### src/rtl/core/cpc_pkg.sv
// ----------------------------------------------------------------------------
// Command packet coalescer - package
// Widths, codes and the command record passed from front end to back end.
// ----------------------------------------------------------------------------
package cpc_pkg;

   localparam int BUFFER_WORDS_DEF = 64;
   localparam int WORD_W           = 32;
   localparam int METHOD_W         = 16;
   localparam int COUNT_W          = 3;
   localparam int MAX_APPEND       = 4;
   localparam int HDR_SHIFT        = 16;
   localparam int QUEUE_DEPTH      = 2;   // power of two
   localparam int QUEUE_PTR_W      = $clog2(QUEUE_DEPTH);
   localparam int QUEUE_LVL_W      = $clog2(QUEUE_DEPTH + 1);

   // Request command codes on req_command.
   localparam logic CMD_APPEND = 1'b0;
   localparam logic CMD_FLUSH  = 1'b1;

   typedef enum logic [0:0] {
      OP_APPEND,
      OP_FLUSH
   } op_type;

   typedef struct packed {
      op_type                                 op;
      logic [METHOD_W-1:0]                    method;
      logic [COUNT_W-1:0]                     count;   // already clamped to 0..4
      logic [MAX_APPEND-1:0][WORD_W-1:0]      words;
   } cmd_type;

endpackage

### src/rtl/core/cpc_front.sv
// ----------------------------------------------------------------------------
// Command packet coalescer - front end
// Accepts requests, clamps and filters them, and queues commands for the
// back end.
// ----------------------------------------------------------------------------
module cpc_front import cpc_pkg::*; (
   input  logic                 clock,
   input  logic                 reset,
   input  logic                 req_valid,
   output logic                 req_ready,
   input  logic                 req_command,
   input  logic [METHOD_W-1:0]  req_method,
   input  logic [COUNT_W-1:0]   req_word_count,
   input  logic [WORD_W-1:0]    req_data_word_0,
   input  logic [WORD_W-1:0]    req_data_word_1,
   input  logic [WORD_W-1:0]    req_data_word_2,
   input  logic [WORD_W-1:0]    req_data_word_3,
   output logic                 head_valid,
   output cmd_type              head,
   input  logic                 pop
);

   cmd_type                  q_ff [QUEUE_DEPTH];
   logic [QUEUE_PTR_W-1:0]   wr_ptr_ff, wr_ptr_in;
   logic [QUEUE_PTR_W-1:0]   rd_ptr_ff, rd_ptr_in;
   logic [QUEUE_LVL_W-1:0]   level_ff, level_in;
   cmd_type                  cmd;
   logic                     keep;
   logic                     push;

   // Classify: append with method zero is dropped, count clamped to four.
   always_comb begin
      cmd.op     = (req_command == CMD_FLUSH) ? OP_FLUSH : OP_APPEND;
      cmd.method = req_method;
      cmd.count  = (req_word_count > COUNT_W'(MAX_APPEND)) ? COUNT_W'(MAX_APPEND)
                                                           : req_word_count;
      cmd.words  = {req_data_word_3, req_data_word_2, req_data_word_1, req_data_word_0};
      keep       = (req_command == CMD_FLUSH) || (req_method != '0);
   end

   assign req_ready  = (level_ff != QUEUE_LVL_W'(QUEUE_DEPTH));
   assign push       = req_valid && req_ready && keep;
   assign head_valid = (level_ff != '0);
   assign head       = q_ff[rd_ptr_ff];

   always_comb begin
      wr_ptr_in = push ? wr_ptr_ff + 1'b1 : wr_ptr_ff;
      rd_ptr_in = pop  ? rd_ptr_ff + 1'b1 : rd_ptr_ff;
      unique case ({push, pop})
         2'b10:   level_in = level_ff + 1'b1;
         2'b01:   level_in = level_ff - 1'b1;
         default: level_in = level_ff;
      endcase
   end

   always_ff @(posedge clock) begin
      if (reset) begin
         wr_ptr_ff <= '0;
         rd_ptr_ff <= '0;
         level_ff  <= '0;
      end else begin
         wr_ptr_ff <= wr_ptr_in;
         rd_ptr_ff <= rd_ptr_in;
         level_ff  <= level_in;
      end
   end

   always_ff @(posedge clock) begin
      if (push) begin
         q_ff[wr_ptr_ff] <= cmd;
      end
   end

endmodule

### src/rtl/core/cpc_back.sv
// ----------------------------------------------------------------------------
// Command packet coalescer - back end
// Holds the word buffer and pending packet, writes appended words one per
// cycle and drains packets (header, then data) through an output register.
// ----------------------------------------------------------------------------
module cpc_back import cpc_pkg::*; #(
   parameter int BUFFER_WORDS = BUFFER_WORDS_DEF
) (
   input  logic                 clock,
   input  logic                 reset,
   input  logic                 head_valid,
   input  cmd_type              head,
   output logic                 pop,
   output logic                 rsp_valid,
   input  logic                 rsp_ready,
   output logic [WORD_W-1:0]    rsp_out_word,
   output logic                 rsp_is_header,
   output logic                 rsp_last
);

   localparam int FILL_W = $clog2(BUFFER_WORDS);
   localparam int IDX_W  = $clog2(MAX_APPEND);

   typedef enum logic [1:0] {
      ST_IDLE,
      ST_WRITE,
      ST_HDR,
      ST_DRAIN
   } state_type;

   logic [WORD_W-1:0]    mem [BUFFER_WORDS];

   state_type            state_ff;
   logic [METHOD_W-1:0]  pend_ff;
   logic [FILL_W-1:0]    fill_ff;
   logic [IDX_W-1:0]     widx_ff;
   logic [FILL_W-1:0]    rd_ptr_ff;
   logic                 mq_v_ff;
   logic                 mq_last_ff;
   logic [WORD_W-1:0]    mq_word_ff;
   logic                 out_v_ff;
   logic [WORD_W-1:0]    out_word_ff;
   logic                 out_hdr_ff;
   logic                 out_last_ff;

   logic                 out_free;
   logic                 need_flush;
   logic                 is_flush;
   logic                 last_write;
   logic                 wr_en;
   logic                 hdr_load;
   logic                 load_data;
   logic                 issue;
   logic                 drain_end;
   logic [FILL_W:0]      fill_sum;
   logic [WORD_W-1:0]    hdr_word;

   always_comb begin
      is_flush   = (head.op == OP_FLUSH);
      fill_sum   = (FILL_W+1)'(fill_ff) + (FILL_W+1)'(head.count);
      need_flush = (pend_ff != '0) &&
                   ((pend_ff != head.method) || (fill_sum >= (FILL_W+1)'(BUFFER_WORDS)));
      last_write = ((COUNT_W'(widx_ff) + 1'b1) == head.count);
      out_free   = !out_v_ff || rsp_ready;
      hdr_load   = (state_ff == ST_HDR) && out_free;
      load_data  = (state_ff == ST_DRAIN) && mq_v_ff && out_free;
      issue      = (state_ff == ST_DRAIN) && (rd_ptr_ff != fill_ff) &&
                   (!mq_v_ff || load_data);
      drain_end  = (state_ff == ST_DRAIN) && (rd_ptr_ff == fill_ff) &&
                   (!mq_v_ff || load_data);
      wr_en      = head_valid && !is_flush &&
                   (((state_ff == ST_IDLE) && !need_flush && (head.count != '0)) ||
                    (state_ff == ST_WRITE));
      hdr_word   = (WORD_W'(fill_ff) << HDR_SHIFT) | WORD_W'(pend_ff);

      pop = 1'b0;
      unique case (state_ff)
         ST_IDLE: begin
            if (head_valid) begin
               if (is_flush) begin
                  pop = (pend_ff == '0);
               end else begin
                  pop = !need_flush && (head.count <= COUNT_W'(1));
               end
            end
         end
         ST_WRITE: pop = last_write;
         ST_HDR:   pop = hdr_load && (fill_ff == '0) && is_flush;
         ST_DRAIN: pop = drain_end && is_flush;
         default:  pop = 1'b0;
      endcase
   end

   // Word buffer: at most one write and one registered read per cycle.
   always_ff @(posedge clock) begin
      if (wr_en) begin
         mem[fill_ff] <= head.words[widx_ff];
      end
      if (issue) begin
         mq_word_ff <= mem[rd_ptr_ff];
      end
   end

   always_ff @(posedge clock) begin
      if (reset) begin
         state_ff   <= ST_IDLE;
         pend_ff    <= '0;
         fill_ff    <= '0;
         widx_ff    <= '0;
         rd_ptr_ff  <= '0;
         mq_v_ff    <= 1'b0;
         out_v_ff   <= 1'b0;
      end else begin
         // output register
         if (hdr_load) begin
            out_v_ff    <= 1'b1;
            out_word_ff <= hdr_word;
            out_hdr_ff  <= 1'b1;
            out_last_ff <= (fill_ff == '0);
         end else if (load_data) begin
            out_v_ff    <= 1'b1;
            out_word_ff <= mq_word_ff;
            out_hdr_ff  <= 1'b0;
            out_last_ff <= mq_last_ff;
         end else if (rsp_ready) begin
            out_v_ff    <= 1'b0;
         end

         // read data stage
         if (issue) begin
            mq_v_ff    <= 1'b1;
            mq_last_ff <= ((rd_ptr_ff + 1'b1) == fill_ff);
         end else if (load_data) begin
            mq_v_ff    <= 1'b0;
         end

         unique case (state_ff)
            ST_IDLE: begin
               if (head_valid) begin
                  if (is_flush) begin
                     if (pend_ff != '0) begin
                        state_ff <= ST_HDR;
                     end
                  end else if (need_flush) begin
                     state_ff <= ST_HDR;
                  end else if (head.count == '0) begin
                     pend_ff <= head.method;
                  end else begin
                     fill_ff <= fill_ff + 1'b1;
                     if (head.count == COUNT_W'(1)) begin
                        pend_ff <= head.method;
                     end else begin
                        widx_ff  <= IDX_W'(1);
                        state_ff <= ST_WRITE;
                     end
                  end
               end
            end
            ST_WRITE: begin
               fill_ff <= fill_ff + 1'b1;
               if (last_write) begin
                  pend_ff  <= head.method;
                  widx_ff  <= '0;
                  state_ff <= ST_IDLE;
               end else begin
                  widx_ff  <= widx_ff + 1'b1;
               end
            end
            ST_HDR: begin
               if (out_free) begin
                  if (fill_ff == '0) begin
                     pend_ff  <= '0;
                     state_ff <= ST_IDLE;
                  end else begin
                     rd_ptr_ff <= '0;
                     state_ff  <= ST_DRAIN;
                  end
               end
            end
            ST_DRAIN: begin
               if (issue) begin
                  rd_ptr_ff <= rd_ptr_ff + 1'b1;
               end
               if (drain_end) begin
                  pend_ff   <= '0;
                  fill_ff   <= '0;
                  rd_ptr_ff <= '0;
                  state_ff  <= ST_IDLE;
               end
            end
            default: state_ff <= ST_IDLE;
         endcase
      end
   end

   assign rsp_valid     = out_v_ff;
   assign rsp_out_word  = out_word_ff;
   assign rsp_is_header = out_hdr_ff;
   assign rsp_last      = out_last_ff;

endmodule

### src/rtl/core/command_packet_coalescer_unit.sv
// ----------------------------------------------------------------------------
// Command packet coalescer - top level
// Batches method/data requests into packets of header plus data words.
//
//   channel   ports     direction   carries
//   request   req_*     in          append (method, 0..4 words) or flush
//   response  rsp_*     out         one packet word: header or data
//
// Flow: the front end takes one request per cycle while its two-entry
// command queue has room. The back end owns the word buffer: an append
// writes its words into it, one buffer write per cycle. A packet drains
// as a dispatch step, the header, then its data words one per cycle
// behind the buffer's registered read while rsp_ready stays high.
// Reset: synchronous, clears the queue, pending method, fill count and
// output valid. The word buffer is not cleared; only written entries
// are ever read.
// Stalls: rsp_ready low holds the output register and pauses the drain;
// the queue keeps accepting until full, then req_ready drops.
// ----------------------------------------------------------------------------
module command_packet_coalescer_unit import cpc_pkg::*; #(
   parameter int BUFFER_WORDS = BUFFER_WORDS_DEF
) (
   input  logic                 clock,
   input  logic                 reset,
   input  logic                 req_valid,
   output logic                 req_ready,
   input  logic                 req_command,
   input  logic [METHOD_W-1:0]  req_method,
   input  logic [COUNT_W-1:0]   req_word_count,
   input  logic [WORD_W-1:0]    req_data_word_0,
   input  logic [WORD_W-1:0]    req_data_word_1,
   input  logic [WORD_W-1:0]    req_data_word_2,
   input  logic [WORD_W-1:0]    req_data_word_3,
   output logic                 rsp_valid,
   input  logic                 rsp_ready,
   output logic [WORD_W-1:0]    rsp_out_word,
   output logic                 rsp_is_header,
   output logic                 rsp_last
);

   // Queue head handed from front to back; pop retires it.
   logic     head_valid;
   cmd_type  head;
   logic     pop;

   // Front: filters zero-method appends, clamps word count, queues commands.
   cpc_front u_front (
      .clock           (clock),
      .reset           (reset),
      .req_valid       (req_valid),
      .req_ready       (req_ready),
      .req_command     (req_command),
      .req_method      (req_method),
      .req_word_count  (req_word_count),
      .req_data_word_0 (req_data_word_0),
      .req_data_word_1 (req_data_word_1),
      .req_data_word_2 (req_data_word_2),
      .req_data_word_3 (req_data_word_3),
      .head_valid      (head_valid),
      .head            (head),
      .pop             (pop)
   );

   // Back: decides forced flushes (method change or capacity), writes the
   // buffer, and streams packets out.
   cpc_back #(
      .BUFFER_WORDS (BUFFER_WORDS)
   ) u_back (
      .clock         (clock),
      .reset         (reset),
      .head_valid    (head_valid),
      .head          (head),
      .pop           (pop),
      .rsp_valid     (rsp_valid),
      .rsp_ready     (rsp_ready),
      .rsp_out_word  (rsp_out_word),
      .rsp_is_header (rsp_is_header),
      .rsp_last      (rsp_last)
   );

endmodule

### config.mk
export PLATFORM = sky130hd
export DESIGN_NAME = command_packet_coalescer_unit
export DESIGN_NICKNAME = d
export VERILOG_FILES = /design/src/rtl/core/cpc_pkg.sv /design/src/rtl/core/cpc_front.sv /design/src/rtl/core/cpc_back.sv /design/src/rtl/core/command_packet_coalescer_unit.sv
export SDC_FILE = /design/constraint.sdc
export NUM_CORES = 2
export LEC_CHECK = 0
export BUFFER_PORTS_ARGS = -buffer_cell sky130_fd_sc_hd__buf_2
export CORE_MARGIN = 4
export CORE_UTILIZATION = 60
export CTS_BUF_LIST = sky130_fd_sc_hd__clkbuf_4 sky130_fd_sc_hd__clkbuf_8
export DETAILED_ROUTE_END_ITERATION = 7
export GPL_TIMING_DRIVEN = 0
export PLACE_DENSITY_LB_ADDON = 0.1
export RECOVER_POWER = 100
export SYNTH_ARGS = -nofsm -noshare
export SYNTH_HDL_FRONTEND = slang
export SYNTH_HIERARCHICAL = 1
export SYNTH_SLANG_ARGS = --single-unit
### constraint.sdc
create_clock -name clock -period 10.9 [get_ports clock]
set_clock_uncertainty 0.05 [all_clocks]
set_input_delay 0.545 -clock clock [delete_from_list [all_inputs] [get_ports clock]]
set_output_delay 0.545 -clock clock [all_outputs]
set_load 0.05 [all_outputs]
* Word-level counts from Yosys, hierarchy flattened
Memories as Yosys holds them, arrays and structs flattened. A register that Yosys moved wholly into a read port is not among the register bits.
Cells that the tools add are included.
** Storage, ports and cells
- Bits in registers :: 73
- Bits in writable memories :: 2344
- Input port bits :: 152
- Output and inout port bits :: 36
- Logic and storage cells :: 167
- Memories kept :: 2
** Cells by class
- $add $sub $neg :: 9
- $lt $le $gt $ge :: 4
- Equal/unequal tests :: 27
- Mux-type cells :: 60
- Bitwise operators :: 2
- Reduce and logical (&&, ||, !) cells :: 49
** Memories
- u_back.mem :: words 64, bits a word 32, read ports 1, clocked after Yosys merged registers in 1, wr ports 1, line cpc_back.sv:31 : logic [WORD_W-1:0] mem [BUFFER_WORDS];
- u_front.q_ff :: words 2, bits a word 148, read ports 1, clocked after Yosys merged registers in 1, wr ports 1, line cpc_front.sv:23 : cmd_type q_ff [QUEUE_DEPTH];
** Operators by type and width (number)
- 2-to-1 mux 16 bit :: 9
- 2-to-1 mux 32 bit :: 3
- binary-select mux 32 bit (select 2 bit) :: 1
- case mux 16 bit (4 select lines) :: 1
- 2-to-1 mux 6 bit :: 9
- nonzero test 16 bit :: 2
- 2-to-1 mux 2 bit :: 14
- OR 22 x 16 -> 22 bit :: 1
- logical AND 1 bit :: 18
- case mux 6 bit (3 select lines) :: 1
- logical NOT 16 bit :: 1
- 2-to-1 mux 1 bit :: 16
- inequality test 16 bit :: 1
- inequality test 2 bit (second input constant) :: 7
- adder 6 x 1 -> 6 bit (second input constant) :: 2
- == test 6 bit :: 2
- case mux 6 bit (2 select lines) :: 1
- AND reduction 6 bit :: 2
- nonzero test 2 bit :: 6
- nonzero test 3 bit :: 3
- inequality test 2 x 1 -> 1 bit (second input constant) :: 4
- inequality test 4 x 3 -> 1 bit (second input constant) :: 2
- case mux 2 bit (2 select lines) :: 2
- case mux 2 bit (4 select lines) :: 1
- 29 further kinds :: 42

* Longest topological paths before layout
- Word-level depth :: 11
- Gate-level depth with buffers :: 13
- Depth with buffers taken out :: 12

* Modules after synthesis
Netlist, hierarchy kept.
** By module, submodules not included
- cpc_back :: instances 1, cells each 3571, area each 83154.8 um^2, sequential area each 64191.6 um^2
- cpc_front :: instances 1, cells each 498, area each 10974.3 um^2, sequential area each 8988.6 um^2

* Worst setup path before layout
OpenSTA, ideal clock, no wires.
- Path kind :: reg2reg
- Start point :: reg u_front.level_ff[0]
- End point :: mem u_front/q_ff[0][0] (netlist name), enable pin
- Setup time :: 0.658 ns
- Arrival time :: 7.277 ns
- Required time :: 10.192 ns
- Setup slack :: 2.915 ns
- Stages on the path, launching flop included :: 4
- Path buffers :: 0
- Clock period less this slack :: 7.985 ns
- Path through :: dfxtp_1 > nand2b_1 > o211ai_2 > nor2_1
** Between the ends
- Cells in the longest elaborated chain, start to end :: 5
** RTL lines
- start: declaration :: line cpc_front.sv:26 : logic [QUEUE_LVL_W-1:0] level_ff, level_in;
- start signal: assignment :: line cpc_front.sv:64 : level_ff <= level_in;
- inequality test 2 bit :: line cpc_front.sv:41 : assign req_ready = (level_ff != QUEUE_LVL_W'(QUEUE_DEPTH));
- named net req_ready :: line command_packet_coalescer_unit.sv:26 : output logic req_ready,
- logical AND 1 bit (2 in series) :: line cpc_front.sv:42 : assign push = req_valid && req_ready && keep;
- 2-to-1 mux 1 bit :: line cpc_front.sv:69 : if (push) begin
- 2-to-1 mux 1 bit (not written as such) :: line cpc_front.sv:70 : q_ff[wr_ptr_ff] <= cmd;
- end: declaration :: line cpc_front.sv:23
The timed path passes the listed nets, and every way through them passes these cells.

==> flow_summary.yaml <==
cts:
  cts_resized: 0
  insertion_delay_ns: 1.04
  clockBufferDepth: 4
  cts_tree: "built"
  root_buffer: "clkbuf_8"
  htreeDepth: 5
  cts_hold_buf: 151
  path_clk_slew_ns: 0.06
  clock_sinks: 2450
  cts_setup_buffers: 0
  numCtsBuffers: 392
placed_design:
  place_congestion: 0.9528
  dpl.hpwl_um: 167000
  dpl_cell_area_mm2: 0.09998
  post-place-ws_ns: 5.547
  portBuffers: 187
synthesis:
  ys_async_sr_fraction_pct: 0
  synth_area_mm2: 0.09413
  synth_top_area_share_pct: 76.92
  syn-num-nets: 4229
  ys_ff_latch: 2450
  synth_flop_cell: "edfxtp_1"
  ys_seq_area_share_pct: 77.74
  synth_cell_types: 59
  syn-instance-count: 4069
  yosys.area.top_type: "edfxtp_1"
  synth_edf_count: 2411
  synth.most_common_cell: "edfxtp_1"
  avgSynthCellArea_um2: 23.13
  yosysWarnings: 6
  synthTopCellsByArea: "edfxtp_1 (77%), mux4_2 (16%), mux2_2 (1.8%), dfxtp_1 (0.83%), buf_2 (0.46%)"
  synth_common_cells: "edfxtp_1 (2411), mux4_2 (650), mux2_2 (148), nor2_1 (105), nand2_1 (93)"
setup_path:
  startpoint_type: "flop"
  path_class: "flop to flop"
  worstRegToRegCells: 10
  path_max_fanout: 18
  rr_endpoint: "u_back/mem[7][12]"
  cpMaxStageDelayCell: "nor2_1"
  worst_ep_arrival_time_ns: 8.62
  cpMostUsedCell: "clkbuf_1"
  end_kind: "flop"
  r2r_slack_ns: 2.84
  crit_chain: "clkbuf_1 > clkbuf_1 > mux2_1 > xor2_1 > nor4_1 > nand3_1 > o211ai_1 > nand3_1 > nor2_1 > clkbuf_1"
  critPathRequiredTime_ns: 11.45
  slowest_delay_ns: 2.09
global_route:
  grt_pass1_wl_um: 368700
  first_global_vias: 48515
  grt_max_degree: 65
  grt-ovfl-total: 0
  antenna_found_initial: 15
  track_usage_pct: 32.89
die:
  ios: 188
  core.rowCount: 145
  start_util_pct: 60.33
  die_w_um: 404.1
  design.core.area_mm2: 0.1560
  die_area_mm2: 0.1633
  die_y_um: 404.1
drt:
  routed_wl_um: 264800
  top_layer: "met5"
  route.vias.total: 48885
  ant_nets: 0
  drc_errors: 0
  drt-initial-drc-count: 7275
  wl_met1_um: 94180
  wl_met2_um: 124700
  first_pass_iters: 8
  viasPerCell: 6.754
  wl_per_cell_um: 36.58
  routed-wl-met3_um: 34420
timing:
  maxSlewHeadroom_pct: -176.4
  fin_crit_sh_pct: 73.99
  fin_tns_setup_ns: 0
  setup_viol: 0
  worst_hold_slack_ns: 0.1825
  period_minus_slack_ns: 8.065
  hold_viol: 0
  rsz0062_at_grt: "no"
  worst_pin_slew_ns: 4.146
  fin_ws_ns: 2.835
  maxSlewViolCount: 3210
  fmax_ghz: 0.1240
hold_path:
  min_to: "u_front/q_ff[0][43]"
  worstHoldPathCells: 2
  hp-start: "req_data_word_1[11]"
  min_path_type: "input port to flop"
cells_and_area:
  syn2layout_area_growth_pct: 13.23
  layout-drive-gt1-share_pct: 29.42
  postLayoutCellArea_mm2: 0.1066
  num-nets-final: 5047
power_and_ir_drop:
  powerDensity_mw_per_mm2: 222.0
  leakagePower_nw: 32.71
  max-vdd-ir-drop_mv: 0.1684
run:
  cap_violations: 133
run_status:
  violations: "capacitance limit, slew limit"
  status: "complete, but fails checks"
==> cell usage in the layout (no fill, tap or decap), types with 19 or more instances in the layout <==
| cell | n |
|---|---|
| nand4_1 | 23 |
| mux2_2 | 147 |
| a22oi_1 | 24 |
| dlygate4sd3_1 | 151 |
| nor2b_1 | 26 |
| buf_2 | 102 |
| nor2_1 | 105 |
| clkinv_2 | 33 |
| a21oi_1 | 48 |
| clkbuf_4 | 137 |
| clkbuf_8 | 401 |
| edfxtp_1 | 2411 |
| buf_4 | 19 |
| mux4_2 | 648 |
| dfxtp_1 | 39 |
| o21ai_0 | 33 |
| nand3_1 | 23 |
| nand2_1 | 93 |
| clkinv_1 | 89 |
| mux2i_1 | 40 |
| o22ai_1 | 21 |
| xor2_1 | 23 |
| clkbuf_1 | 347 |
==> registers in the layout, summed over array words and instances, names as in the netlist, named ones only <==
signal,flops
u_front/rd_ptr_ff,1
u_back/mq_word_ff,32
u_back/rsp_out_word,32
u_back/mq_last_ff,1
u_back/rsp_last,1
u_back/pend_ff,16
u_back/state_ff,2
u_back/rsp_is_header,1
u_back/fill_ff,6
u_back/mem,2048
u_back/rsp_valid,1
u_back/rd_ptr_ff,6
u_front/wr_ptr_ff,1
u_front/level_ff,2
u_back/mq_v_ff,1
u_back/widx_ff,2
u_front/q_ff,296
==> how the worst max path moves through the flow <==
stage                     slack, ns  cells past startpoint           startpoint                  end
after global placement        -0.75                      5          req_command  u_front/q_ff[0][81]
after floorplan                2.91                      3  u_front/level_ff[0]   u_front/q_ff[0][0]
final                          2.84                     10                 flop    u_back/mem[7][12]
after detailed placement       5.55                     11                 flop   u_back/mem[11][16]
after CTS                      5.52                     11                 flop    u_back/mem[11][9]
after global routing           2.86                     10                 flop    u_back/mem[11][8]
==> critical path, delay by kind of cell (launching register included) <==
family                 cells  cell delay (ns)
AND/OR/NAND/NOR            4             3.43
buffers and inverters      3             2.46
AO/OA/AOI/OAI              1             0.67
multiplexers               1             0.46
flip-flops                 1             0.37
XOR/XNOR                   1             0.17
==> logic make-up (layout without fill, tap and decap cells) <==
kind of cell	after synthesis	count (layout)	share of synthesized area [%]
flops	2450	2450	77.74
mux	838	838	17.75
simple gates	323	323	1.628
buf+inv	225	1322	1.119
compound gates	188	188	1.301
xor+xnor	37	37	0.3443
fa+ha+maj	8	8	0.1143
other cells	0	14	0
==> routing by layer <==
metal / global-route usage, % / vias to the layer above
li1: - / 18995
met1: 45.76 / 25889
met2: 50.70 / 3452
met3: 9.716 / 547
met4: 11.86 / 2
met5: 0 / -
==> report_power, final <==
group / switching, W / internal (W)
registers: 0.0000962 / 0.0121
logic: 0.00300 / 0.000982
clock network: 0.00343 / 0.00402
total: 0.00653 / 0.0171
==> metrics by stage <==
| stage | power [W] | cells | utilization [%] |
|---|---|---|---|
| final | 0.02367 | 7238 | 68.31 |
| after floorplan | 0.01453 | 4069 | - |
| after detailed placement | 0.01639 | 6398 | 64.08 |
| after global placement | 0.01623 | 6314 | 62.58 |
| after CTS | 0.02379 | 7222 | 69.73 |
| after global routing | 0.02450 | 7229 | 68.30 |
==> area by class of cell <==
class                      count  area (um^2)
clock buffer                 538         6548
timing repair buffer         424         2576
tap                         2058         2575
fill                        9852        49440
multi-input combinational   1394        19890
sequential                  2450        73180
inverter                      10        37.54
clock inverter               135        754.5
antenna                       14        35.03
buffer                       215        985.9
(Power assumes the default switching activity.)
